--- config.mk ---
export PLATFORM = sky130hd
export DESIGN_NAME = nsi_cell
export DESIGN_NICKNAME = d
export VERILOG_FILES = /design/src/sv/nsi_pkg.sv /design/src/sv/nsi_cell.sv
export SDC_FILE = /design/constraint.sdc
export NUM_CORES = 1
export LEC_CHECK = 0
export BUFFER_PORTS_ARGS = -buffer_cell sky130_fd_sc_hd__buf_2
export CORE_MARGIN = 5
export CORE_UTILIZATION = 55
export CTS_CLUSTER_DIAMETER = 80
export CTS_CLUSTER_SIZE = 20
export DETAILED_ROUTE_END_ITERATION = 10
export GPL_TIMING_DRIVEN = 0
export PLACE_DENSITY = 0.92
export SYNTH_ARGS = -nofsm -noshare
export SYNTH_HDL_FRONTEND = slang
export SYNTH_SLANG_ARGS = --single-unit
--- constraint.sdc ---
create_clock -name clk -period 8.2 [get_ports clk]
set_input_delay 0.82 -clock clk [delete_from_list [all_inputs] [get_ports clk]]
set_output_delay 0.82 -clock clk [all_outputs]
set_load 0.03 [all_outputs]
--- src/sv/nsi_pkg.sv ---
// ============================================================================
// nsi_pkg
// Shared types, constants and helpers for the name scanner / interning unit.
// ============================================================================
package nsi_pkg;

    localparam int CHAR_W = 8;  // one text byte
    localparam int LEN_W  = 4;  // stored name length, holds 0..8

    // Controller sequence for one finished name.
    typedef enum logic [1:0] {
        ST_IDLE,     // taking text bytes
        ST_MATCH,    // every cell compares the pending name
        ST_RESOLVE,  // one-hot match folded into an index
        ST_COMMIT    // result loaded, new name appended if needed
    } state_t;

    // Strobes broadcast from the controller to every table cell.
    typedef struct packed {
        logic lookup;  // register the compare result
        logic append;  // first free cell captures the pending name
    } cell_ctrl_t;

    // ASCII digit or letter
    function automatic logic is_name_char(input logic [CHAR_W-1:0] c);
        logic res;
        res = ((c >= 8'h30) && (c <= 8'h39)) ||
              ((c >= 8'h41) && (c <= 8'h5A)) ||
              ((c >= 8'h61) && (c <= 8'h7A));
        return res;
    endfunction

endpackage

--- src/sv/nsi_cell.sv ---
// ============================================================================
// nsi_cell
// One table entry: stored name, length, occupied flag and compare result.
// ============================================================================
module nsi_cell
    import nsi_pkg::*;
#(
    parameter int NAME_W = 64
)
(
    input  logic              clk,
    input  logic              rst_n,
    input  cell_ctrl_t        ctrl,
    input  logic [NAME_W-1:0] key_name,
    input  logic [LEN_W-1:0]  key_len,
    input  logic              prev_occupied,  // from the left neighbor
    output logic              occupied,       // to the right neighbor
    output logic              match
);

    logic              occupied_reg;
    logic              match_reg;
    logic [NAME_W-1:0] name_reg;
    logic [LEN_W-1:0]  len_reg;
    logic              take;

    // occupancy is a thermometer along the chain: first empty cell takes it
    assign take = ctrl.append && prev_occupied && !occupied_reg;

    always_ff @(posedge clk or negedge rst_n)
    begin
        if (!rst_n)
        begin
            occupied_reg <= 1'b0;
            match_reg    <= 1'b0;
        end
        else
        begin
            if (take)
            begin
                occupied_reg <= 1'b1;
            end
            if (ctrl.lookup)
            begin
                match_reg <= occupied_reg && (name_reg == key_name) &&
                             (len_reg == key_len);
            end
        end
    end

    always_ff @(posedge clk)
    begin
        if (take)
        begin
            name_reg <= key_name;
            len_reg  <= key_len;
        end
    end

    assign occupied = occupied_reg;
    assign match    = match_reg;

endmodule

==> insert_results.sql <==
INSERT INTO impl_metrics (metric_group, metric, value, unit) VALUES
('status', 'result_of_the_run', 'complete, no violations', ''),
('worst_setup_path', 'timing.critical_path.depth', '5', ''),
('floorplan', 'initial_utilization', '0.5730', ''),
('logic_synthesis', 'syn_area_per_cell', '15.92', 'sq um'),
('timing', 'setup_viol', '0', ''),
('final_layout', 'nNetsFinal', '345', ''),
('final_layout', 'fillers', '369', ''),
('worst_setup_path', 'worst_setup_path_start', 'ctrl[0]', ''),
('timing', 'final_slew_viol_count', '0', ''),
('clocking', 'clk_root_buffer_cell', 'sky130_fd_sc_hd__clkbuf_8', ''),
('timing', 'grt_setup_unrepaired', 'false', ''),
('detailed_routing', 'ant_nets', '0', ''),
('final_layout', 'area_growth_syn_to_layout', '23.19', '%'),
('clocking', 'cts_htree_levels', '3', ''),
('detailed_routing', 'post_drt_wl_per_cell', '15.13', 'microns'),
('worst_setup_path', 'path_delay_family', 'simple AND/OR/NAND/NOR gates', ''),
('timing', 'hold_violations', '0', ''),
('clocking', 'clock_sinks', '70', ''),
('worst_setup_path', 'worst-r2r-setup-slack', '6.51', 'ns'),
('timing', 'skew', '0.004748', 'ns'),
('floorplan', 'std_cell_rows', '26', ''),
('hold_path', 'min-delay-path-class', 'input port to async pin', ''),
('place', 'place_hpwl', '4.202', 'mm'),
('detailed_routing', 'drcViolationCount', '0', ''),
('worst_setup_path', 'wp_data_arrival', '1.95', 'ns'),
('worst_setup_path', 'type_of_the_worst_setup_path', 'input port to flop', ''),
('worst_setup_path', 'timing.rr.start', 'occupied$_DFFE_PN0P_', ''),
('timing', 'post-route-period-util', '0.2339', ''),
('worst_setup_path', 'critPathMaxStageDelay', '0.49', 'ns'),
('global_routing', 'largest_net_degree_at_the_start_of_global_routing', '28', ''),
('clocking', 'cts_inserted_buffers', '9', ''),
('floorplan', 'ioPinCount', '75', ''),
('clocking', 'cts.repair.resized', '0', ''),
('clocking', 'cts.hold.buffers_added', '0', ''),
('logic_synthesis', 'synth_nets', '258', ''),
('global_routing', 'gr-total-overflow', '0', ''),
('floorplan', 'core_area', '0.005140', 'sq mm'),
('timing', 'period_minus_slack', '1.918', 'ns'),
('timing', 'max_clk_rate', '0.5213', 'GHz'),
('logic_synthesis', 'number_of_synthesis_warnings', '0', ''),
('pwr', 'leakage', '0.001338', 'uW'),
('timing', 'slew-limit-headroom', '0.6040', ''),
('timing', 'fin_tns_setup', '0', 'ns'),
('worst_setup_path', 'worst-r2r-cell-count', '3', ''),
('detailed_routing', 'detail_route.wirelength', '5.251', 'mm'),
('worst_setup_path', 'regToRegEndpoint', 'name_reg[4]$_DFFE_PP_', ''),
('floorplan', 'dieHeight', '83.18', 'microns'),
('worst_setup_path', 'critical-path-slowest-cell', 'sky130_fd_sc_hd__nor2_4', ''),
('timing', 'max_slew.worst_pin.slew', '0.5926', 'ns'),
('worst_setup_path', 'timing.critical_path.buf_inv', '3', ''),
('pwr', 'power.density_cell_area', '183.3', 'mW/mm^2'),
('worst_setup_path', 'cp.required', '8.23', 'ns'),
('worst_setup_path', 'end_kind', 'flop', ''),
('clocking', 'worst_skew_pair.late_latency', '0.33', 'ns'),
('logic_synthesis', 'post_synth_inst_count', '185', ''),
('worst_setup_path', 'worst_setup_path_start_kind', 'input port', ''),
('detailed_routing', 'drtPass1Iterations', '6', ''),
('worst_setup_path', 'path_cells', 'buf_2, nand2_1, nor2_4, buf_16, buf_16', ''),
('clocking', 'ctsLongestPathBuffers', '2', ''),
('global_routing', 'gr-usage-all-layers', '0.1676', ''),
('worst_setup_path', 'cp-endpoint', 'name_reg[4]$_DFFE_PP_', ''),
('logic_synthesis', 'ys_seq_area_frac', '0.7103', ''),
('logic_synthesis', 'synth.ff_latch_count', '70', ''),
('global_routing', 'grt_antenna_before_repair', '0', ''),
('clocking', 'postCtsSetupRepairBufs', '0', ''),
('final_layout', 'final_layout_size_suffix_gt1_frac', '0.3357', ''),
('final_layout', 'layout.core_utilization', '0.7059', ''),
('pwr', 'max-vdd-ir-drop', '123.3', 'uV'),
('place', 'gp_congestion', '0.7922', ''),
('floorplan', 'die_w', '83.18', 'microns'),
('final_layout', 'largest_register_ffs', '64', '');
## cell usage after synthesis
master,n,area (sq um)
sky130_fd_sc_hd__a2111o_1,1,11.26
sky130_fd_sc_hd__a21o_1,1,7.510
sky130_fd_sc_hd__a221o_1,1,10.01
sky130_fd_sc_hd__a222oi_1,1,10.01
sky130_fd_sc_hd__a22o_1,1,8.760
sky130_fd_sc_hd__dfrtp_1,2,50.05
sky130_fd_sc_hd__edfxtp_1,68,2042
sky130_fd_sc_hd__inv_1,14,52.55
sky130_fd_sc_hd__nand2_1,3,11.26
sky130_fd_sc_hd__nand2b_1,7,43.79
sky130_fd_sc_hd__nand4_1,10,62.56
sky130_fd_sc_hd__nor2_1,2,7.510
sky130_fd_sc_hd__nor2b_1,2,12.51
sky130_fd_sc_hd__nor2b_4,1,13.76
sky130_fd_sc_hd__nor3_2,1,10.01
sky130_fd_sc_hd__nor4_1,8,50.05
sky130_fd_sc_hd__nor4_2,1,12.51
sky130_fd_sc_hd__o2111ai_1,2,17.52
sky130_fd_sc_hd__o22ai_1,5,31.28
sky130_fd_sc_hd__o32ai_2,1,16.27
sky130_fd_sc_hd__xnor2_1,30,262.8
sky130_fd_sc_hd__xor2_1,23,201.4
## layout by cell type (no fill, tap or decap)
| master | netlist | layout |
|---|---|---|
| sky130_fd_sc_hd__nand2b_1 | 7 | 7 |
| sky130_fd_sc_hd__nor4_2 | 1 | 1 |
| sky130_fd_sc_hd__dfrtp_1 | 2 | 2 |
| sky130_fd_sc_hd__a22o_1 | 1 | 1 |
| sky130_fd_sc_hd__a221o_1 | 1 | 1 |
| sky130_fd_sc_hd__a222oi_1 | 1 | 1 |
| sky130_fd_sc_hd__nor2b_1 | 2 | 2 |
| sky130_fd_sc_hd__nor2_4 | 0 | 1 |
| sky130_fd_sc_hd__a21o_1 | 1 | 1 |
| sky130_fd_sc_hd__clkinv_2 | 0 | 2 |
| sky130_fd_sc_hd__o2111ai_1 | 2 | 2 |
| sky130_fd_sc_hd__a2111o_1 | 1 | 1 |
| sky130_fd_sc_hd__nor4_1 | 8 | 8 |
| sky130_fd_sc_hd__clkbuf_1 | 0 | 4 |
| sky130_fd_sc_hd__buf_16 | 0 | 2 |
| sky130_fd_sc_hd__o22ai_1 | 5 | 5 |
| sky130_fd_sc_hd__nor2b_4 | 1 | 1 |
| sky130_fd_sc_hd__clkbuf_8 | 0 | 10 |
| sky130_fd_sc_hd__buf_2 | 0 | 74 |
| sky130_fd_sc_hd__nand2_1 | 3 | 3 |
| sky130_fd_sc_hd__nand4_1 | 10 | 10 |
| sky130_fd_sc_hd__edfxtp_1 | 68 | 68 |
| sky130_fd_sc_hd__inv_1 | 14 | 14 |
| sky130_fd_sc_hd__xor2_1 | 23 | 23 |
| sky130_fd_sc_hd__xnor2_1 | 30 | 30 |
| sky130_fd_sc_hd__nor3_2 | 1 | 1 |
| sky130_fd_sc_hd__o32ai_2 | 1 | 1 |
| sky130_fd_sc_hd__nor2_1 | 2 | 1 |
## layout make-up
class | instances | area, sq um | share of cell area
flip-flops and latches | 70 | 2092 | 0.5766
multi-input cells | 101 | 808.3 | 0.2228
repair buffers | 76 | 425.4 | 0.1172
clock buffers | 14 | 152.6 | 0.04207
well taps | 70 | 87.58 | 0.02414
inverters | 14 | 52.55 | 0.01448
clock inverters | 2 | 10.01 | 0.002759
## per-stage QoR
step                      std cells  setup slack (ns)  hold WS, ns  power (uW)  area (sq um)
final                           347             6.282       0.2644       665.2          3628
after global routing            347             6.184       0.2332       697.0          3628
after CTS                       347             6.290       0.2461       673.6          3628
after detailed placement        331             5.933       0.5192       442.2          3466
after global placement          329             2.903       0.5005       440.1          3403
after floorplan                 185             3.970       0.5244       415.0          2945
## power by group
group          leakage (uW)  total [uW]  switching, uW  internal, uW
sequential         0.000634         392      0.0000661           392
clock             0.0000844         231            114           118
combinational      0.000620        42.1           19.5          22.6
total               0.00134         665            133           532
## cells by family (layout without fill, tap and decap cells)
family / Yosys count / after routing / share of synthesized area
flops: 70 / 70 / 0.7103
compound gates: 13 / 13 / 0.03824
xor+xnor: 53 / 53 / 0.1576
buf+inv: 14 / 106 / 0.01784
simple gates: 35 / 35 / 0.07604
## worst register-to-register path: cells and delay by family (launching register included)
| kind | cells | cell delay (ns) |
|---|---|---|
| AND/OR/NAND/NOR | 1 | 0.51 |
| buffers and inverters | 2 | 0.45 |
| flip-flops | 1 | 0.43 |
## routing by layer
metal | GRT usage | share of wire | up-vias
met4 | 0.08470 | 0.015 | 0
li1 | - | - | 867
met3 | 0.06535 | 0.082 | 7
met5 | 0 | 0 | -
met2 | 0.2595 | 0.49 | 66
met1 | 0.2041 | 0.42 | 816
## worst min path at each step
stage,depth (start not counted),from,endpoint
after CTS,1,rst_n,occupied$_DFFE_PN0P_
after global routing,1,rst_n,occupied$_DFFE_PN0P_
after global placement,1,occupied$_DFFE_PN0P_,occupied$_DFFE_PN0P_
after detailed placement,2,match$_DFFE_PN0P_,match$_DFFE_PN0P_
after floorplan,0,rst_n,match$_DFFE_PN0P_
final,1,rst_n,occupied$_DFFE_PN0P_
Note: power is estimated with default switching activity, not from simulation.
