$ cat src/sv/nsi_pkg.sv
// ============================================================================
// nsi_pkg
// Shared types, constants and helpers for the name scanner / interning unit.
// ============================================================================
package nsi_pkg;

    localparam int CHAR_W = 8;  // one text byte
    localparam int LEN_W  = 4;  // stored name length, holds 0..8

    // Controller sequence for one finished name.
    typedef enum logic [1:0] {
        ST_IDLE,     // taking text bytes
        ST_MATCH,    // every cell compares the pending name
        ST_RESOLVE,  // one-hot match folded into an index
        ST_COMMIT    // result loaded, new name appended if needed
    } state_t;

    // Strobes broadcast from the controller to every table cell.
    typedef struct packed {
        logic lookup;  // register the compare result
        logic append;  // first free cell captures the pending name
    } cell_ctrl_t;

    // ASCII digit or letter
    function automatic logic is_name_char(input logic [CHAR_W-1:0] c);
        logic res;
        res = ((c >= 8'h30) && (c <= 8'h39)) ||
              ((c >= 8'h41) && (c <= 8'h5A)) ||
              ((c >= 8'h61) && (c <= 8'h7A));
        return res;
    endfunction

endpackage

$ cat src/sv/nsi_match_encode.sv
// ============================================================================
// nsi_match_encode
// Folds the cells' match flags into a registered hit flag and index.
// ============================================================================
module nsi_match_encode
    import nsi_pkg::*;
#(
    parameter int ENTRIES = 64,
    parameter int IDX_W   = 6
)
(
    input  logic               clk,
    input  logic               rst_n,
    input  logic               en,
    input  logic [ENTRIES-1:0] match,
    output logic               hit,
    output logic [IDX_W-1:0]   index
);

    logic             hit_reg;
    logic [IDX_W-1:0] index_reg;
    logic [IDX_W-1:0] index_or;

    // names are unique in the table, so at most one flag is set: plain OR
    always_comb
    begin
        index_or = '0;
        for (int i = 0; i < ENTRIES; i++)
        begin
            if (match[i])
            begin
                index_or = index_or | IDX_W'(i);
            end
        end
    end

    always_ff @(posedge clk or negedge rst_n)
    begin
        if (!rst_n)
        begin
            hit_reg <= 1'b0;
        end
        else if (en)
        begin
            hit_reg <= |match;
        end
    end

    always_ff @(posedge clk)
    begin
        if (en)
        begin
            index_reg <= index_or;
        end
    end

    assign hit   = hit_reg;
    assign index = index_reg;

endmodule

$ cat config.mk
export PLATFORM = sky130hd
export DESIGN_NAME = nsi_match_encode
export DESIGN_NICKNAME = d
export VERILOG_FILES = /design/src/sv/nsi_pkg.sv /design/src/sv/nsi_match_encode.sv
export SDC_FILE = /design/constraint.sdc
export NUM_CORES = 1
export LEC_CHECK = 0
export ABC_AREA = 1
export BUFFER_PORTS_ARGS = -buffer_cell sky130_fd_sc_hd__buf_2
export CORE_MARGIN = 2
export CORE_UTILIZATION = 35
export CTS_CLUSTER_DIAMETER = 150
export CTS_CLUSTER_SIZE = 12
export DETAILED_ROUTE_END_ITERATION = 6
export PLACE_DENSITY = 0.9
export SETUP_SLACK_MARGIN = 0.1
export SYNTH_ARGS = -nofsm -noshare
export SYNTH_HDL_FRONTEND = slang
export SYNTH_SLANG_ARGS = --single-unit
$ cat constraint.sdc
create_clock -name clk -period 0.8 [get_ports clk]
set_input_delay 0 -clock clk [delete_from_list [all_inputs] [get_ports clk]]
set_output_delay 0 -clock clk [all_outputs]
set_load 0.01 [all_outputs]
==> metrics, run 1 <==
post-layout min period=0.794 ns; post-route core utilization=75.4%; Worst-Margin Slew=0.295 ns; syn nets=192; synth top area cells=nor2_1 (29%), edfxtp_1 (25%), nand2_1 (14%); leak pwr=0.632 nW; via count=1,336; Synth cell types=15; Avg WL per Cell=15.5 um; Num CTS Buffers=3; final hold slack=0.0438 ns; DRC=0; Critical Path Max Stage Delay=0.38 ns; CP top delay family=flip-flops; Net count, final=286; Critical path buffers and inverters=1; Worst Setup Path Type=flop to output port; Final Cycle Share=99.2%; core area=0.00196 mm^2; Final setup viols=0; first-pass GRT wire length=4870 um; initial antenna violation count=0; H-tree depth=1; status=finished, final reports clean; Die Area=0.00244 mm^2; mapped cell area=722 um^2; Clk pin slew, worst setup/hold paths=0.06 ns; final instance area=0.00148 mm^2; share of the synthesized area in the top cell type=28.6%; leading cell type in the layout, fill and taps excluded=buf_2; Final Hold Fails=0; Final GP Congestion=0.948; clk root buf=clkbuf_4; Max IR drop VDD=0.000635 V; vias in the first global route=1,227; IO Pins=74; placed inst area=0.00126 mm^2; #FFs+latches synth=7; Area growth syn-to-layout=105%; max reg flops=6; initial core utilization=36.8%; Clk Latency, worst-skew pair=0.25 ns; most frequent cells in the layout=buf_2 (68), nor2_1 (32), nand2_1 (20); final slew viol count=0; crit end category=output port; largest net degree at the start of global routing=8; Fmax=1260 MHz; clk_skew=0 ns; ANT cells=0; HPWL after DPL=2580 um; CP required=0.80 ns; sequential area share after synthesis=28.4%; Rows=16; gr usage total=25.4%; slowest stage cell on the critical path=edfxtp_1; largest area contributor in the synthesized netlist=nor2_1; HP Class=input pin to async pin; cell area power density=868 mW/mm^2; Mapped Cells=125; CTS sink cnt=7; max-cap violation count=0; Ys Warns=0; CP Cell Sequence=buf_2; vias per std cell=5.45; RSZ-0062 raised after global routing=true; antenna viol nets, final=0; drt first-iter violations=79; Setup TNS Final=0 ns; die width=49.4 um; grt total ovfl=0; CTS tree=built; Die Span Y=49.4 um; CP Launch Type=flop; share of cells above drive strength 1=60.1%; Routed WL=3810 um; clock buffer depth=2; Fillers=165; relative slew slack=80.2%; CP Max Fanout=1; Avg Inst Size Synth=5.78 um^2; crit path DAT=0.79 ns; Port Buffers=73; 1st-pass router iterations=4
[metrics by stage]
stage,power (mW),worst slack (ns),std cells
floorplan,0.525,0.0986,125
global placement,0.824,-0.211,239
detailed placement,0.831,-0.228,239
CTS,1.16,0.0165,244
global route,1.35,-0.0113,245
finish,1.28,0.00650,245
[what timing repair did]
item / in CTS / in global routing
setup buffers: 0 / 1
hold buffers: 1 / 0
pin swaps: 1 / 20
setup endpoints to repair: 8 / 14
hold endpoints to repair: 1 / 0
resized for setup: 1 / 50
[synth_stat cells (all sizes together)]
| library cell | instances |
|---|---|
| nor2 | 57 |
| and3 | 2 |
| nor4 | 11 |
| inv | 6 |
| nor3 | 3 |
| nand2 | 28 |
| nand3 | 2 |
| edfxtp | 6 |
| nand4 | 7 |
| a21oi | 1 |
| or2 | 1 |
| dfrtp | 1 |
[routing by layer]
metal / vias up / GRT usage, % / part of all wire, %
met5: - / 0 / 0
met1: 598 / 29.9 / 34
met2: 104 / 46.4 / 52
li1: 608 / - / -
met4: 0 / 6.02 / 4.3
met3: 26 / 5.83 / 10
[final cells by class]
| cell class | instances | area, um^2 | share of cell area [%] |
|---|---|---|---|
| Multi-Input combinational cell | 112 | 668 | 45.2 |
| Timing Repair Buffer | 89 | 523 | 35.4 |
| Sequential cell | 7 | 205 | 13.9 |
| Tap cell | 27 | 33.8 | 2.28 |
| Clock buffer | 4 | 26.3 | 1.78 |
| Inverter | 6 | 22.5 | 1.52 |
[power breakdown]
part           internal [mW]  switching [mW]
logic                  0.257           0.276
registers              0.411         0.00460
clock network          0.191           0.144
[cell families after synthesis]
group	synth area share (%)
compound gates	0.693
flops	28.4
buf+inv	3.12
simple gates	67.8
[worst register-to-register path, stage by stage, from the launching register on]
cell and delay (ns):
dfrtp_1 0.37, nor2_1 0.11, a21oi_1 0.05
[path summary, 6_finish.rpt]
| kind | startpoint | endpoint | slack, ns | cells after the start |
|---|---|---|---|---|
| worst max-delay path | index[1] | index[1] | 0.006 | 1 |
| worst min-delay path | rst_n | hit | 0.04 | 2 |
| worst max register to register | hit | hit | 0.15 | 2 |
| worst min register to register | hit | hit | 0.55 | 2 |
| max in group asynchronous | rst_n | hit | 0.67 | 2 |
| min in group clk | match[59] | index[4] | 0.07 | 3 |
Note: power is estimated with default switching activity, not from simulation.
==> run 2: changes to the inputs <==
- ABC_AREA: 1 -> default
- CORE_UTILIZATION: 35 -> 30
- GPL_TIMING_DRIVEN: default -> 0
- PLACE_DENSITY: 0.9 -> 0.88
==> run 2 against run 1 <==
Compared with the run above:
- the run now ends with negative setup slack left
- sequential share of layout area increased by 3.7 points
- synthesized cell count decreased by 45%
- critical path depth increased by 3
- combinational power decreased by 34%
- die area decreased by 9.2%
==> metrics, run 2 <==
CTS sink cnt=7 (unchanged); Die Area=0.00222 mm^2 (-9.2%); core area=0.00175 mm^2 (-11%); Final Cycle Share=154% (+54 points); clk_skew=0 ns (unchanged); Fmax=814 MHz (-35%); slowest stage cell on the critical path=or4_4; #FFs+latches synth=7 (unchanged); 1st-pass router iterations=6 (+2); HP Class=input pin to async pin; CP required=0.79 ns (about the same); die width=47.1 um (-4.7%); Die Span Y=47.1 um (-4.7%); Port Buffers=73 (unchanged); RSZ-0062 raised after global routing=true; CP Cell Sequence=buf_6 -> or3_4 -> or4_4 -> or3_1; post-route core utilization=66.7% (-8.6 points); CTS tree=built; Avg Inst Size Synth=8.07 um^2 (+40%); IO Pins=74 (unchanged); pre-CTS setup slack=-0.743 ns (-0.516 ns); leading cell type in the layout, fill and taps excluded=buf_2; DRC=0 (unchanged); initial antenna violation count=0 (unchanged); Final WS setup=-0.429 ns (-0.435 ns); Met1 Wirelength=893 um (-30%); cell area power density=929 mW/mm^2 (+7.0%); grt total ovfl=0 (unchanged); Worst Setup Path Type=input pin to flop; final cell count without fillers=175 (-29%); crit path DAT=1.22 ns (+0.43 ns); Final GP Congestion=0.888 (-6.4%); drt first-iter violations=45 (-43%); WL met3=269 um (-30%); prevailing post-synth register cell=edfxtp_1; CP Launch Type=input pin; Net count, final=218 (-24%); Area growth syn-to-layout=109%; placed inst area=972 um^2 (-23%); post-layout min period=1.23 ns (+0.435 ns); Max IR drop VDD=0.000478 V (-25%); first-pass GRT wire length=3840 um (-21%); Num CTS Buffers=3 (unchanged); final slew viol count=0 (unchanged); gr usage total=23.7% (-1.8 points); Clk pin slew, worst setup/hold paths=0.05 ns (about the same); share of cells above drive strength 1=60.0% (-0.092 points); Synth cell types=15 (unchanged); vias in the first global route=997 (-19%); asr flop ratio synth=14.3% (unchanged); share of the synthesized area in the top cell type=32.4% (+3.8 points); ANT cells=0 (unchanged); vias per std cell=5.76 (+5.6%); failing checks=negative setup slack; leak pwr=0.499 nW (-21%); top cells by count, synth=nor4_1 (17), nor2_1 (11), nor3_1 (8); Routed WL=2520 um (-34%); Rows=15 (-1); Final setup viols=6 (+6); antenna viol nets, final=0 (unchanged); overall power=1.08 mW (-16%); clk root buf=clkbuf_4; via count=1,008 (-25%); H-tree depth=1 (unchanged); Critical Path Max Stage Delay=0.43 ns (+0.05 ns); sequential area share after synthesis=36.9% (+8.4 points); max-cap violation count=0 (unchanged); largest area contributor in the synthesized netlist=edfxtp_1; # placed instances=167 (-30%); Worst-Margin Slew=0.432 ns (+0.138 ns); status=finished with violations; relative slew slack=70.9% (-9.3 points); clock buffer depth=2 (unchanged); syn nets=136 (-29%); final instance area=0.00116 mm^2 (-21%); largest net degree at the start of global routing=9 (+1); Mapped Cells=69 (-45%); Setup TNS Final=-1.66 ns (-1.66 ns); Avg WL per Cell=14.4 um (-7.2%); initial core utilization=31.9% (-4.9 points); CP Max Fanout=2 (+1); top-count cell post-synth=nor4_1; uppermost layer routed=met4; EDFF count, synth=6 (unchanged); HPWL after DPL=2090 um (-19%); most frequent cells in the layout=buf_2 (61), nor4_1 (15), buf_6 (12); Ys Warns=0 (unchanged); max reg flops=6 (unchanged); mapped cell area=557 um^2 (-23%); Final Hold Fails=0 (unchanged); metal2 WL=1300 um (-34%); final hold slack=0.0502 ns (+0.00648 ns); crit end category=flop; register-to-register setup slack=0.11 ns (-0.04 ns); Clk Latency, worst-skew pair=0.25 ns (about the same); synth top area cells=edfxtp_1 (32%), nor4_1 (19%), nor2_1 (7.4%)
## run 2: cell count changes after synthesis, moves of 3 or more
cell | before | now
nor3_1 | 3 | 8
or4_1 | 0 | 5
nor4_1 | 10 | 17
or3_1 | 0 | 3
nor2_1 | 55 | 11
nand2_1 | 27 | 3
inv_1 | 6 | 0
## run 2: cell type report
type                       count  area [um^2]
multi-input combinational     62          422
fill                         142          581
sequential                     7          205
tap                           25         31.3
clock buffer                   4         26.3
timing repair buffer          77          480
## run 2: where the power goes
part,internal [mW],switching (mW),leakage (nW)
combinational,0.201,0.152,0.415
sequential,0.412,0.00351,0.0693
clock,0.190,0.124,0.0150
total,0.803,0.279,0.499
## run 2: kinds of logic after synthesis
family          count (synthesis)  synth area share, %
simple gates                   61                 62.0
flops                           7                 36.9
compound gates                  1                 1.12
## run 2: critical path: cells and delay by family
| family | cells | cell delay, ns |
|---|---|---|
| buffers and inverters | 1 | 0.09 |
| AND/OR/NAND/NOR | 3 | 1.13 |
## run 2: final timing paths
kind / cells after the start / endpoint / start
setup reg to reg: 2 / hit / hit
max in group asynchronous: 2 / hit / rst_n
min in group clk: 3 / index[3] / match[57]
hold reg to reg: 2 / hit / hit
hold / removal: 2 / hit / rst_n
setup / recovery: 4 / index[5] / match[49]
## run 2: what timing repair did
item                                   in CTS  in global routing
hold buffers                                1                  0
pin swaps                                   9                  5
resized for setup                          22                  5
gates cloned                                0                  0
setup endpoints to repair                  14                 14
buffers inserted                            4                  0
endpoints found under the hold margin       1                  0
## run 2: metal layers
layer | GRT usage, % | vias to the layer above
met5 | 0 | -
met1 | 26.0 | 458
met2 | 43.0 | 82
li1 | - | 460
met3 | 3.85 | 8
met4 | 12.8 | 0
